### src/rtl/core/sar_pkg.sv
package sar_pkg;

    // Default stack size and pstr walk limit
    localparam int STACK_DEPTH_DEF = 32;
    localparam int PSTR_MAX        = 32;
    localparam int WALK_W          = 6;

    localparam int WORD_W = 32;

    // Character bounds
    localparam logic [WORD_W-1:0] CHAR_LOW  = 32'd32;
    localparam logic [WORD_W-1:0] CHAR_HIGH = 32'd127;
    localparam logic [6:0]        NEWLINE   = 7'd10;

    // Action codes
    localparam logic [2:0] ACT_PUSH  = 3'd0;
    localparam logic [2:0] ACT_MUL   = 3'd1;
    localparam logic [2:0] ACT_MOD   = 3'd2;
    localparam logic [2:0] ACT_PCHAR = 3'd3;
    localparam logic [2:0] ACT_PSTR  = 3'd4;
    localparam logic [2:0] ACT_ROTL  = 3'd5;

    // Result kinds
    localparam logic [1:0] KIND_ACK  = 2'd0;
    localparam logic [1:0] KIND_CHAR = 2'd1;
    localparam logic [1:0] KIND_ERR  = 2'd2;

    // Error codes
    localparam logic [2:0] ERR_NONE  = 3'd0;
    localparam logic [2:0] ERR_SHORT = 3'd1;
    localparam logic [2:0] ERR_DIV0  = 3'd2;
    localparam logic [2:0] ERR_EMPTY = 3'd3;
    localparam logic [2:0] ERR_RANGE = 3'd4;
    localparam logic [2:0] ERR_FULL  = 3'd5;

    // Read address select
    localparam logic [1:0] RD_TOP    = 2'd0;
    localparam logic [1:0] RD_SECOND = 2'd1;
    localparam logic [1:0] RD_WALK   = 2'd2;

    // Write select
    localparam logic [1:0] WR_PUSH = 2'd0;
    localparam logic [1:0] WR_MUL  = 2'd1;
    localparam logic [1:0] WR_REM  = 2'd2;
    localparam logic [1:0] WR_ROTL = 2'd3;

    // Character source for an emitted item
    localparam logic [1:0] CHR_NONE = 2'd0;
    localparam logic [1:0] CHR_WORD = 2'd1;
    localparam logic [1:0] CHR_NL   = 2'd2;

    typedef struct packed {
        logic       latch;
        logic       rd_en;
        logic [1:0] rd_sel;
        logic       ld_b;
        logic       ld_a;
        logic       mul_ld;
        logic       div_start;
        logic       wr_en;
        logic [1:0] wr_sel;
        logic       walk_clr;
        logic       walk_inc;
        logic       emit;
        logic [1:0] kind;
        logic [1:0] chr_src;
        logic [2:0] err;
        logic       last;
    } sar_cmd_t;

    typedef struct packed {
        logic full;
        logic lt2;
        logic empty;
        logic out_free;
        logic top_print;
        logic walk_char;
        logic b_zero;
        logic div_done;
        logic walk_end;
    } sar_status_t;

endpackage

### src/rtl/core/stack_alu_with_rotate_unit.sv
// Push, unused actions and the stack-depth errors emit from the execute state; rotl,
// pchar and mul read the stack first; mod waits on the one-bit-a-cycle remainder unit.
// pstr: each character goes through the single stack read port, plus the newline.
// One item is worked at a time; the next is taken once the last result is registered.
// Reset (synchronous, active low) empties the stack and clears the output valid;
// stack contents are not cleared.
module stack_alu_with_rotate_unit
    import sar_pkg::*;
#(
    parameter int STACK_DEPTH = STACK_DEPTH_DEF
) (
    input  logic               aclk,
    input  logic               aresetn,
    input  logic               s_valid,
    output logic               s_ready,
    input  logic [2:0]         s_action,
    input  logic signed [31:0] s_push_value,
    output logic               m_valid,
    input  logic               m_ready,
    output logic [1:0]         m_kind,
    output logic [6:0]         m_char_code,
    output logic [2:0]         m_error_code,
    output logic               m_last
);

    sar_cmd_t    cmd;
    sar_status_t status;

    sar_ctrl u_ctrl (
        .aclk     (aclk),
        .aresetn  (aresetn),
        .s_valid  (s_valid),
        .s_ready  (s_ready),
        .s_action (s_action),
        .status   (status),
        .cmd      (cmd)
    );

    sar_datapath #(
        .STACK_DEPTH (STACK_DEPTH)
    ) u_datapath (
        .aclk         (aclk),
        .aresetn      (aresetn),
        .s_push_value (s_push_value),
        .cmd          (cmd),
        .status       (status),
        .m_valid      (m_valid),
        .m_ready      (m_ready),
        .m_kind       (m_kind),
        .m_char_code  (m_char_code),
        .m_error_code (m_error_code),
        .m_last       (m_last)
    );

endmodule

### src/rtl/core/sar_datapath.sv
module sar_datapath
    import sar_pkg::*;
#(
    parameter int STACK_DEPTH = STACK_DEPTH_DEF
) (
    input  logic               aclk,
    input  logic               aresetn,
    input  logic signed [31:0] s_push_value,
    input  sar_cmd_t           cmd,
    output sar_status_t        status,
    output logic               m_valid,
    input  logic               m_ready,
    output logic [1:0]         m_kind,
    output logic [6:0]         m_char_code,
    output logic [2:0]         m_error_code,
    output logic               m_last
);

    localparam int IDX_W = (STACK_DEPTH > 1) ? $clog2(STACK_DEPTH) : 1;
    localparam int CNT_W = $clog2(STACK_DEPTH + 1);
    localparam int PW    = (CNT_W > WALK_W) ? CNT_W : WALK_W;

    logic [WORD_W-1:0] mem [STACK_DEPTH];

    logic [IDX_W-1:0]  bottom_reg, bottom_next;
    logic [CNT_W-1:0]  count_reg, count_next;
    logic [WALK_W-1:0] walk_reg, walk_next;
    logic [WORD_W-1:0] val_reg;
    logic [WORD_W-1:0] rd_reg;
    logic [WORD_W-1:0] a_reg, b_reg, prod_reg;

    logic [WORD_W-1:0] dvd_reg, dsr_reg, rem_reg;
    logic              neg_reg;
    logic [5:0]        div_cnt_reg;

    logic              m_valid_reg;
    logic [1:0]        kind_reg;
    logic [6:0]        char_reg;
    logic [2:0]        err_reg;
    logic              last_reg;

    logic [PW-1:0]     cnt_ext, walk_ext;
    logic [PW-1:0]     top_pos, sec_pos, walk_pos;
    logic [IDX_W-1:0]  rd_addr, wr_addr;
    logic [WORD_W-1:0] wr_data;
    logic [WORD_W-1:0] rem_fix;
    logic [32:0]       div_shift, div_diff;
    logic [6:0]        emit_char;
    logic              out_free;

    // Map a position counted from the bottom to its slot
    function automatic logic [IDX_W-1:0] slot_of(input logic [IDX_W-1:0] bot,
                                                 input logic [IDX_W-1:0] pos);
        logic [IDX_W:0] sum;
        sum = {1'b0, bot} + {1'b0, pos};
        if (sum >= (IDX_W+1)'(STACK_DEPTH)) begin
            sum = sum - (IDX_W+1)'(STACK_DEPTH);
        end
        return sum[IDX_W-1:0];
    endfunction

    // Positions of top, second and current walk entry
    always_comb begin
        cnt_ext  = PW'(count_reg);
        walk_ext = PW'(walk_reg);
        top_pos  = cnt_ext - PW'(1);
        sec_pos  = cnt_ext - PW'(2);
        walk_pos = cnt_ext - PW'(1) - walk_ext;
    end

    // Select read address
    always_comb begin
        case (cmd.rd_sel)
            RD_TOP:    rd_addr = slot_of(bottom_reg, top_pos[IDX_W-1:0]);
            RD_SECOND: rd_addr = slot_of(bottom_reg, sec_pos[IDX_W-1:0]);
            RD_WALK:   rd_addr = slot_of(bottom_reg, walk_pos[IDX_W-1:0]);
            default:   rd_addr = slot_of(bottom_reg, top_pos[IDX_W-1:0]);
        endcase
    end

    // Select write address, data and stack pointer updates
    always_comb begin
        rem_fix     = neg_reg ? (WORD_W'(0) - rem_reg) : rem_reg;
        bottom_next = bottom_reg;
        count_next  = count_reg;
        case (cmd.wr_sel)
            WR_PUSH: begin
                wr_addr    = slot_of(bottom_reg, cnt_ext[IDX_W-1:0]);
                wr_data    = val_reg;
                count_next = count_reg + CNT_W'(1);
            end
            WR_MUL: begin
                wr_addr    = slot_of(bottom_reg, sec_pos[IDX_W-1:0]);
                wr_data    = prod_reg;
                count_next = count_reg - CNT_W'(1);
            end
            WR_REM: begin
                wr_addr    = slot_of(bottom_reg, sec_pos[IDX_W-1:0]);
                wr_data    = rem_fix;
                count_next = count_reg - CNT_W'(1);
            end
            default: begin
                if (bottom_reg == '0) begin
                    bottom_next = IDX_W'(STACK_DEPTH - 1);
                end else begin
                    bottom_next = bottom_reg - IDX_W'(1);
                end
                wr_addr = bottom_next;
                wr_data = rd_reg;
            end
        endcase
    end

    // Stack storage: one write and one registered read
    always_ff @(posedge aclk) begin
        if (cmd.wr_en) begin
            mem[wr_addr] <= wr_data;
        end
        if (cmd.rd_en) begin
            rd_reg <= mem[rd_addr];
        end
    end

    // Stack pointers and walk index
    always_ff @(posedge aclk) begin
        if (!aresetn) begin
            bottom_reg <= '0;
            count_reg  <= '0;
            walk_reg   <= '0;
        end else begin
            if (cmd.wr_en) begin
                bottom_reg <= bottom_next;
                count_reg  <= count_next;
            end
            walk_reg <= walk_next;
        end
    end

    always_comb begin
        walk_next = walk_reg;
        if (cmd.walk_clr) begin
            walk_next = '0;
        end else if (cmd.walk_inc) begin
            walk_next = walk_reg + WALK_W'(1);
        end
    end

    // Operands and product
    always_ff @(posedge aclk) begin
        if (cmd.latch) begin
            val_reg <= $unsigned(s_push_value);
        end
        if (cmd.ld_b) begin
            b_reg <= rd_reg;
        end
        if (cmd.ld_a) begin
            a_reg <= rd_reg;
        end
        if (cmd.mul_ld) begin
            prod_reg <= WORD_W'(a_reg * b_reg);
        end
    end

    // Restoring remainder on magnitudes, one bit a cycle
    always_comb begin
        div_shift = {rem_reg, dvd_reg[WORD_W-1]};
        div_diff  = div_shift - {1'b0, dsr_reg};
    end

    always_ff @(posedge aclk) begin
        if (!aresetn) begin
            div_cnt_reg <= '0;
        end else if (cmd.div_start) begin
            div_cnt_reg <= 6'(WORD_W);
        end else if (div_cnt_reg != '0) begin
            div_cnt_reg <= div_cnt_reg - 6'd1;
        end
    end

    always_ff @(posedge aclk) begin
        if (cmd.div_start) begin
            neg_reg <= rd_reg[WORD_W-1];
            dvd_reg <= rd_reg[WORD_W-1] ? (WORD_W'(0) - rd_reg) : rd_reg;
            dsr_reg <= b_reg[WORD_W-1] ? (WORD_W'(0) - b_reg) : b_reg;
            rem_reg <= '0;
        end else if (div_cnt_reg != '0) begin
            dvd_reg <= {dvd_reg[WORD_W-2:0], 1'b0};
            rem_reg <= div_diff[32] ? div_shift[WORD_W-1:0] : div_diff[WORD_W-1:0];
        end
    end

    // Output register
    assign out_free = !m_valid_reg || m_ready;

    always_comb begin
        case (cmd.chr_src)
            CHR_WORD: emit_char = rd_reg[6:0];
            CHR_NL:   emit_char = NEWLINE;
            default:  emit_char = '0;
        endcase
    end

    always_ff @(posedge aclk) begin
        if (!aresetn) begin
            m_valid_reg <= 1'b0;
        end else if (cmd.emit) begin
            m_valid_reg <= 1'b1;
        end else if (m_ready) begin
            m_valid_reg <= 1'b0;
        end
    end

    always_ff @(posedge aclk) begin
        if (cmd.emit) begin
            kind_reg <= cmd.kind;
            char_reg <= emit_char;
            err_reg  <= cmd.err;
            last_reg <= cmd.last;
        end
    end

    assign m_valid      = m_valid_reg;
    assign m_kind       = kind_reg;
    assign m_char_code  = char_reg;
    assign m_error_code = err_reg;
    assign m_last       = last_reg;

    // Status toward the controller
    always_comb begin
        status.full      = (count_reg == CNT_W'(STACK_DEPTH));
        status.lt2       = (count_reg < CNT_W'(2));
        status.empty     = (count_reg == '0);
        status.out_free  = out_free;
        status.top_print = (rd_reg >= CHAR_LOW) && (rd_reg <= CHAR_HIGH);
        status.walk_char = (rd_reg != '0) && (rd_reg <= CHAR_HIGH);
        status.b_zero    = (b_reg == '0);
        status.div_done  = (div_cnt_reg == '0);
        status.walk_end  = (walk_ext >= cnt_ext) || (walk_reg == WALK_W'(PSTR_MAX));
    end

endmodule

### src/rtl/core/sar_ctrl.sv
module sar_ctrl
    import sar_pkg::*;
(
    input  logic        aclk,
    input  logic        aresetn,
    input  logic        s_valid,
    output logic        s_ready,
    input  logic [2:0]  s_action,
    input  sar_status_t status,
    output sar_cmd_t    cmd
);

    localparam logic [3:0] ST_IDLE  = 4'd0;
    localparam logic [3:0] ST_EXEC  = 4'd1;
    localparam logic [3:0] ST_RD1   = 4'd2;
    localparam logic [3:0] ST_RD2   = 4'd3;
    localparam logic [3:0] ST_MULR  = 4'd4;
    localparam logic [3:0] ST_MULW  = 4'd5;
    localparam logic [3:0] ST_DIVR  = 4'd6;
    localparam logic [3:0] ST_DIVW  = 4'd7;
    localparam logic [3:0] ST_PCHK  = 4'd8;
    localparam logic [3:0] ST_NL    = 4'd9;
    localparam logic [3:0] ST_PSRD  = 4'd10;
    localparam logic [3:0] ST_PSCHK = 4'd11;
    localparam logic [3:0] ST_ROTW  = 4'd12;

    logic [3:0] state_reg, state_next;
    logic [2:0] action_reg, action_next;

    always_ff @(posedge aclk) begin
        if (!aresetn) begin
            state_reg  <= ST_IDLE;
            action_reg <= ACT_PUSH;
        end else begin
            state_reg  <= state_next;
            action_reg <= action_next;
        end
    end

    assign s_ready = (state_reg == ST_IDLE) && aresetn;

    // Sequence one item through the datapath
    always_comb begin
        state_next  = state_reg;
        action_next = action_reg;
        cmd         = '0;
        case (state_reg)
            ST_IDLE: begin
                if (s_valid) begin
                    cmd.latch   = 1'b1;
                    action_next = s_action;
                    state_next  = ST_EXEC;
                end
            end
            ST_EXEC: begin
                case (action_reg)
                    ACT_PUSH: begin
                        if (status.out_free) begin
                            cmd.emit   = 1'b1;
                            cmd.last   = 1'b1;
                            state_next = ST_IDLE;
                            if (status.full) begin
                                cmd.kind = KIND_ERR;
                                cmd.err  = ERR_FULL;
                            end else begin
                                cmd.wr_en  = 1'b1;
                                cmd.wr_sel = WR_PUSH;
                                cmd.kind   = KIND_ACK;
                            end
                        end
                    end
                    ACT_MUL, ACT_MOD: begin
                        if (!status.lt2) begin
                            cmd.rd_en  = 1'b1;
                            cmd.rd_sel = RD_TOP;
                            state_next = ST_RD1;
                        end else if (status.out_free) begin
                            cmd.emit   = 1'b1;
                            cmd.kind   = KIND_ERR;
                            cmd.err    = ERR_SHORT;
                            cmd.last   = 1'b1;
                            state_next = ST_IDLE;
                        end
                    end
                    ACT_PCHAR: begin
                        if (!status.empty) begin
                            cmd.rd_en  = 1'b1;
                            cmd.rd_sel = RD_TOP;
                            state_next = ST_PCHK;
                        end else if (status.out_free) begin
                            cmd.emit   = 1'b1;
                            cmd.kind   = KIND_ERR;
                            cmd.err    = ERR_EMPTY;
                            cmd.last   = 1'b1;
                            state_next = ST_IDLE;
                        end
                    end
                    ACT_PSTR: begin
                        cmd.walk_clr = 1'b1;
                        state_next   = ST_PSRD;
                    end
                    ACT_ROTL: begin
                        if (!status.lt2) begin
                            cmd.rd_en  = 1'b1;
                            cmd.rd_sel = RD_TOP;
                            state_next = ST_ROTW;
                        end else if (status.out_free) begin
                            cmd.emit   = 1'b1;
                            cmd.kind   = KIND_ACK;
                            cmd.last   = 1'b1;
                            state_next = ST_IDLE;
                        end
                    end
                    default: begin
                        // Unused actions: acknowledge only
                        if (status.out_free) begin
                            cmd.emit   = 1'b1;
                            cmd.kind   = KIND_ACK;
                            cmd.last   = 1'b1;
                            state_next = ST_IDLE;
                        end
                    end
                endcase
            end
            ST_RD1: begin
                cmd.ld_b   = 1'b1;
                cmd.rd_en  = 1'b1;
                cmd.rd_sel = RD_SECOND;
                state_next = ST_RD2;
            end
            ST_RD2: begin
                if (action_reg == ACT_MUL) begin
                    cmd.ld_a   = 1'b1;
                    state_next = ST_MULR;
                end else if (!status.b_zero) begin
                    cmd.div_start = 1'b1;
                    state_next    = ST_DIVR;
                end else if (status.out_free) begin
                    cmd.emit   = 1'b1;
                    cmd.kind   = KIND_ERR;
                    cmd.err    = ERR_DIV0;
                    cmd.last   = 1'b1;
                    state_next = ST_IDLE;
                end
            end
            ST_MULR: begin
                cmd.mul_ld = 1'b1;
                state_next = ST_MULW;
            end
            ST_MULW: begin
                if (status.out_free) begin
                    cmd.wr_en  = 1'b1;
                    cmd.wr_sel = WR_MUL;
                    cmd.emit   = 1'b1;
                    cmd.kind   = KIND_ACK;
                    cmd.last   = 1'b1;
                    state_next = ST_IDLE;
                end
            end
            ST_DIVR: begin
                if (status.div_done) begin
                    state_next = ST_DIVW;
                end
            end
            ST_DIVW: begin
                if (status.out_free) begin
                    cmd.wr_en  = 1'b1;
                    cmd.wr_sel = WR_REM;
                    cmd.emit   = 1'b1;
                    cmd.kind   = KIND_ACK;
                    cmd.last   = 1'b1;
                    state_next = ST_IDLE;
                end
            end
            ST_PCHK: begin
                if (status.out_free) begin
                    cmd.emit = 1'b1;
                    if (status.top_print) begin
                        cmd.kind    = KIND_CHAR;
                        cmd.chr_src = CHR_WORD;
                        state_next  = ST_NL;
                    end else begin
                        cmd.kind   = KIND_ERR;
                        cmd.err    = ERR_RANGE;
                        cmd.last   = 1'b1;
                        state_next = ST_IDLE;
                    end
                end
            end
            ST_NL: begin
                if (status.out_free) begin
                    cmd.emit    = 1'b1;
                    cmd.kind    = KIND_CHAR;
                    cmd.chr_src = CHR_NL;
                    cmd.last    = 1'b1;
                    state_next  = ST_IDLE;
                end
            end
            ST_PSRD: begin
                if (status.walk_end) begin
                    state_next = ST_NL;
                end else begin
                    cmd.rd_en  = 1'b1;
                    cmd.rd_sel = RD_WALK;
                    state_next = ST_PSCHK;
                end
            end
            ST_PSCHK: begin
                // Stop the walk at zero or a non-ASCII word
                if (!status.walk_char) begin
                    state_next = ST_NL;
                end else if (status.out_free) begin
                    cmd.emit     = 1'b1;
                    cmd.kind     = KIND_CHAR;
                    cmd.chr_src  = CHR_WORD;
                    cmd.walk_inc = 1'b1;
                    state_next   = ST_PSRD;
                end
            end
            ST_ROTW: begin
                if (status.out_free) begin
                    cmd.wr_en  = 1'b1;
                    cmd.wr_sel = WR_ROTL;
                    cmd.emit   = 1'b1;
                    cmd.kind   = KIND_ACK;
                    cmd.last   = 1'b1;
                    state_next = ST_IDLE;
                end
            end
            default: begin
                state_next = ST_IDLE;
            end
        endcase
    end

endmodule

### config.mk
export PLATFORM = sky130hd
export DESIGN_NAME = stack_alu_with_rotate_unit
export DESIGN_NICKNAME = d
export VERILOG_FILES = /design/src/rtl/core/sar_pkg.sv /design/src/rtl/core/stack_alu_with_rotate_unit.sv /design/src/rtl/core/sar_datapath.sv /design/src/rtl/core/sar_ctrl.sv
export SDC_FILE = /design/constraint.sdc
export NUM_CORES = 2
export LEC_CHECK = 0
export BUFFER_PORTS_ARGS = -buffer_cell sky130_fd_sc_hd__buf_2
export CAP_MARGIN = 20
export CORE_AREA = 2 2 539 541
export DETAILED_ROUTE_END_ITERATION = 7
export DIE_AREA = 0 0 541 543
export PLACE_DENSITY_LB_ADDON = 0.15
export SYNTH_ARGS = -nofsm -noshare
export SYNTH_HDL_FRONTEND = slang
export SYNTH_SLANG_ARGS = --single-unit
export TNS_END_PERCENT = 30
### constraint.sdc
create_clock -name aclk -period 13.1 [get_ports aclk]
set_input_delay 0.655 -clock aclk [delete_from_list [all_inputs] [get_ports aclk]]
set_output_delay 0.655 -clock aclk [all_outputs]
set_load 0.05 [all_outputs]
Word level (Yosys, flattened, before mapping)
Memories as Yosys holds them, arrays and structs flattened. A register that Yosys moved wholly into a read port is not among the register bits.
Cells that the tools add are included.
{"block": "word_totals", "register_bits": 269, "ramBits": 1024, "input_bits": 39, "output_inout_bits": 15, "wordCells": 205, "memories": 1}
{"memory": "u_datapath.mem", "words": 32, "width": 32, "read_ports": 1, "rd_clocked_by_memory_dff": 1, "write_ports": 1, "line": "sar_datapath.sv:23", "text": "logic [WORD_W-1:0] mem [STACK_DEPTH];"}
{"block": "classes", "addsub": 19, "multipliers": 1, "n_lt_le_gt_ge": 8, "n_eq_ne": 29, "muxes": 94, "bitwise": 2, "n_reduce_logical": 30}
{"op": "$mux W32", "n": 5}
{"op": "$pmux W32 S3", "n": 1}
{"op": "$sub A1 B32 Y32 const A", "n": 3}
{"op": "$mux W4", "n": 18}
{"op": "$mux W3", "n": 19}
{"op": "$pmux W4 S10", "n": 1}
{"op": "$sub A33 B32 Y33", "n": 1}
{"op": "$ge A32 B6 Y1 const B", "n": 1}
{"op": "$le A32 B7 Y1 const B", "n": 1}
{"op": "$logic_not A32 Y1", "n": 1}
{"op": "$mul A32 B32 Y32", "n": 1}
{"op": "$reduce_bool A32 Y1", "n": 1}
{"op": "$mux W31", "n": 1}
{"op": "$mux W5", "n": 6}
{"op": "$pmux W3 S3", "n": 3}
{"op": "$sub A5 B1 Y5 const B", "n": 5}
{"op": "$add A5 B5 Y6", "n": 4}
{"op": "$ge A6 B6 Y1 const B", "n": 4}
{"op": "$mux W6", "n": 4}
{"op": "$eq A4 B4 Y1 const B", "n": 5}
{"op": "$pmux W5 S2", "n": 2}
{"op": "$mux W1", "n": 19}
{"op": "$pmux W3 S6", "n": 1}
{"op": "$eq A4 B3 Y1 const B", "n": 4}
{"op": "44 further kinds", "n": 72}

Longest topological paths before layout
{"block": "logic_depth", "word_depth": 9, "depth_mapped": 27, "mapped_depth_nobuf": 25}

Cells and area by module
Synthesis repeated with hierarchy kept, for this count alone.
{"block": "unflattened", "cells_unflattened": 5274, "area_unflattened_um2": 71750.1}
{"mod": "sar_datapath", "instances": 1, "cells_each": 5114, "area_per_inst_um2": 70646.5, "seq_area_each_um2": 39017.4}
{"mod": "sar_ctrl", "instances": 1, "cells_each": 160, "area_per_inst_um2": 1103.6, "seq_area_each_um2": 140.1}

Least setup slack after synthesis
Ideal clock, no wire load.
{"block": "synth_timing", "kind": "register to register", "from": "register u_datapath.b_reg[5]", "to": "register u_datapath.prod_reg[31] (data pin)", "setup_ns": 0.264, "arrival_time_ns": 6.747, "t_required_ns": 12.836, "setup_slack_ns": 6.090, "path_stages_with_launch": 25, "path_buffers": 3, "period_less_slack_ns": 7.010, "cell_sequence": "edfxtp_1 clkbuf_1 clkbuf_1 nand2_1 fa_1 fa_1 inv_1 fa_1 inv_1 fa_1 fa_1 fa_1 inv_1 fa_1 fa_1 ha_1 clkbuf_1 a21o_1 a21oi_1 o221ai_1 a21o_1 a41oi_1 o21ai_0 a221oi_1 xnor2_1"}
{"block": "synth_via", "elab_chain_len": 1}
{"item": "start: declaration", "line": "sar_datapath.sv:30", "text": "logic [WORD_W-1:0] a_reg, b_reg, prod_reg;"}
{"item": "start signal: assignment", "line": "sar_datapath.sv:154", "text": "b_reg <= rd_reg;"}
{"item": "$mul A32 B32 Y32", "line": "sar_datapath.sv:160", "text": "prod_reg <= WORD_W'(a_reg * b_reg);"}
{"item": "end signal: assignment", "line": "sar_datapath.sv:160"}
{"item": "end: declaration", "line": "sar_datapath.sv:30"}
Every way passes these cells.
A chain may end at the register's enable or synchronous reset.

Final worst setup path
{"block": "layout_timing", "from": "register u_datapath.a_reg[8]", "to": "register u_datapath.prod_reg[31] (data pin)"}
{"block": "layout_via", "elab_chain_len": 1}
{"item": "start: declaration", "line": "sar_datapath.sv:30"}
{"item": "start signal: assignment", "line": "sar_datapath.sv:157", "text": "a_reg <= rd_reg;"}
{"item": "$mul A32 B32 Y32", "line": "sar_datapath.sv:160"}
Every way passes these cells.

==> reports/results.tsv <==
stage	metric	value	unit
status	status	finished, final reports clean	
critical_path	Worst Path Arrival	8.27	ns
die	Die ar.	294000	um2
layout	Area Overhead vs Synth	14.9	%
cts	Num Clock Sinks	1325	
power_and_ir_drop	switching share of power	0.327	
synthesis	Syn Area/Cell	14.4	um2
routing	drt drc	0	
global_routing	first-pass GRT wire length	329000	um
synthesis	synth top area cells	edfxtp_1 53%, fa_1 12%, mux4_2 8.0%, ha_1 3.4%, mux2i_1 3.4%	
critical_path	crit path max fanout	24	
power_and_ir_drop	Flop pwr share	0.375	
routing	antenna-violating nets left	0	
global_routing	vias in the first global route	43460	
cts	Hold-fix buffers, CTS	20	
global_routing	Overflow after GRT	0	
layout	multi-input logic area	30200	um2
synthesis	Primary FF master, synth	edfxtp_1	
routing	Starting DRT DRC Count	3281	
cts	CTS Root Cell	clkbuf_16	
place	IO Port Bufs	53	
synthesis	Netlist cell types	77	
synthesis	leading area contributor after synthesis	edfxtp_1	
cts	number of buffers created by CTS	159	
global_routing	initial antenna violation count	19	
power_and_ir_drop	P_leak	29.9	nW
die	Die H	543	um
worst_hold_path	hold path startpoint	s_push_value[25]	
sta	fmax	129	MHz
place	GPL Wtd Cong	0.808	
synthesis	mapped cell area	71800	um2
sta	Hold Vio Cnt, Final	0	
layout	Post-layout nets	5762	
critical_path	crit path launch	u_datapath.a_reg[8]$_DFFE_PP_	
sta	Final setup viols	0	
layout	Seq. cell area	39200	um2
global_routing	largest net degree at the start of global routing	119	
routing	Routed WL per cell	25.4	um
synthesis	share of the synthesized area in the top cell type	0.528	
power_and_ir_drop	Net Sw Power	0.00451	W
place	placed wire-length estimate	141000	um
critical_path	critical path launch point type	flop	
die	standard cell core area	287000	um2
sta	setup_tns	0	ns
sta	Final Cycle Share	0.591	
cts	H-tree levels	4	
global_routing	Total GRT Usage	0.155	
cts	setup bufs post-CTS	0	
place	Setup WS pre-CTS	5.20	ns
layout	Reg with most FFs	u_datapath.mem	
sta	RSZ-0062 raised after global routing	false	
routing	vias	41324	
synthesis	EDFF count, synth	1262	
worst_hold_path	Hold Crit Class	in2reg	
sta	max-slew violation count	0	
routing	Detailed Route WL	229000	um
layout	Largest register FFs	1024	
die	IO Count	54	
sta	fin crit period	7.75	ns
routing	drt first pass iters	5	
layout	FILL cells	28996	
sta	Worst slew margin	0.240	
power_and_ir_drop	clock share of power	0.305	
power_and_ir_drop	Worst VDD drop	0.128	mV
power_and_ir_drop	PD cells	167	nW/um2
die	Initial Utilization	0.250	
synthesis	Syn Inst Count	4990	
critical_path	critical path type	reg2reg	
cts	CTS tree	done	
routing	Via density	4.59	
sta	Worst Skew	0.0829	ns
cts	post-cts resize count	0	
synthesis	post-synthesis sequential area ratio	0.546	
layout	share of layout cells above drive strength 1	0.151	
synthesis	synthesized flop and latch total	1325	
power_and_ir_drop	internal power	0.00928	W
synthesis	fraction of registers with async set or reset after synthesis	0	
synthesis	syn nets	5637	
run	total of max-cap violations	0	
cts	clock-pin slew on the worst setup and hold paths	0.06	ns
sta	final setup margin	5.35	ns
power_and_ir_drop	Gate power share	0.319	
critical_path	reg2reg start	u_datapath.a_reg[8]$_DFFE_PP_	
cts	Clock Path Buffers	4	
critical_path	Worst Setup End Kind	flop	
die	# rows	197	
cts	clock latency on the worst-skew pair	0.85	ns
sta	measured slew at the worst slew-check pin	1.14	ns
die	DIE WIDTH	541	um
synthesis	Warnings, synthesis	0	
critical_path	Critical Path RT	13.62	ns
[critical path: stages (launching register included)]
cell	delay, ns
edfxtp_1	1.06
nand2_1	0.19
fa_1	0.45
inv_1	0.08
fa_1	0.44
fa_1	0.51
inv_1	0.05
fa_1	0.40
fa_1	0.52
fa_1	0.54
inv_1	0.05
fa_1	0.49
fa_1	0.41
ha_1	0.39
a21o_1	0.19
a21oi_1	0.14
o221ai_1	0.14
a21o_1	0.20
a41oi_1	0.51
o21ai_0	0.22
a221oi_1	0.37
xnor2_1	0.09
[layout make-up]
type,count,share of cell area
flip-flops and latches,1325,0.475
multi-input cells,2906,0.366
well taps,3781,0.0574
clock buffers,198,0.0505
inverters,504,0.0229
repair buffers,219,0.0204
clock inverters,72,0.00740
diodes,3,0.0000910
[synth_stat cells (5+ instances only)]
cell type  number
edfxtp_1     1262
inv_1         500
fa_1          413
nand2_1       394
and2_1        308
mux4_2        256
mux2i_1       242
clkbuf_1      208
ha_1          195
xnor2_1       188
nor2_1        142
o21ai_0       133
a21oi_1        95
dfxtp_1        63
xor2_1         43
nand3_1        41
nor3_1         37
o31ai_1        35
mux2_2         33
a211oi_1       30
a21o_1         29
buf_2          28
a222oi_1       24
or3_1          21
buf_1          18
nand2b_1       17
nor2b_1        17
o41ai_1        16
nor4_1         15
nand4_1        14
o21a_1         14
a31oi_1        12
o211ai_1       12
or4_1          12
or2_2          11
o21bai_1        9
and3_1          8
a221oi_1        7
nand3b_1        7
a2bb2oi_1       6
a2111oi_0       5
a21boi_0        5
a221o_1         5
[cell families (layout without fill, tap and decap cells)]
family          count (synthesis)  count (layout)  synth area share
compound gates                468             468            0.0429
xor+xnor                      231             231            0.0282
fa+ha+maj                     608             608             0.149
buf+inv                       759             993            0.0403
flops                        1325            1325             0.546
mux                           531             531             0.119
other cells                     0               3                 0
simple gates                 1068            1068            0.0743
[placed cells by master (no fill, tap or decap), types with 20 or more instances in the layout]
cell type      instances
o31ai_1               35
xor2_1                43
a21oi_1               83
buf_2                 53
a222oi_1              24
nand3_1               40
edfxtp_1            1262
clkbuf_1              37
mux2i_1              223
o21ai_0              133
nor3_1                35
a211oi_1              30
nor2_4                32
nand2_1              394
xnor2_1              188
clkbuf_16            161
or3_1                 21
nor2_1               110
clkinv_2              25
fa_1                 413
mux4_2               256
mux2_2                33
a21o_1                29
and2_1               308
dfxtp_1               63
inv_1                500
ha_1                 194
clkinv_1              30
buf_4                136
dlygate4sd3_1         20
[stage by stage]
step / power, W / util / hold slack (ns) / cell area, um2 / cells
floorplan: 0.00834 / - / 0.424 / 71800 / 4990
global placement: 0.00973 / 0.269 / 0.502 / 77400 / 8710
detailed placement: 0.00975 / 0.269 / 0.510 / 77400 / 8710
CTS: 0.0140 / 0.287 / 0.00156 / 82400 / 9000
global route: 0.0146 / 0.287 / 0.0283 / 82500 / 9006
finish: 0.0138 / 0.287 / 0.0643 / 82500 / 9008
[power by group through the flow]
stage,combinational (W),sequential [W],clock (W)
2_1_floorplan,0.00314,0.00520,0
3_3_place_gp,0.00447,0.00526,0
3_5_place_dp,0.00449,0.00526,0
4_1_cts,0.00451,0.00517,0.00435
5_1_grt,0.00492,0.00519,0.00449
6_report,0.00440,0.00517,0.00421
[routing by layer]
metal / routed length (um) / vias to the layer above / global-route usage / share of wire
met3: 8470 / 241 / 0.0192 / 0.037
met5: 0 / - / 0.000164 / 0
met1: 106000 / 22057 / 0.215 / 0.46
met2: 110000 / 810 / 0.259 / 0.48
li1: - / 18216 / - / -
met4: 4480 / 0 / 0.0340 / 0.020
[final timing paths]
check | slack, ns | cells after the start | end
max | 5.35 | 21 | u_datapath.prod_reg[31]$_DFFE_PP_
min | 0.06 | 1 | u_datapath.val_reg[25]$_DFFE_PP_
max reg2reg | 5.35 | 21 | u_datapath.prod_reg[31]$_DFFE_PP_
min reg2reg | 0.51 | 2 | u_datapath.div_cnt_reg[1]$_SDFFE_PP0P_
(Power assumes the default switching activity.)
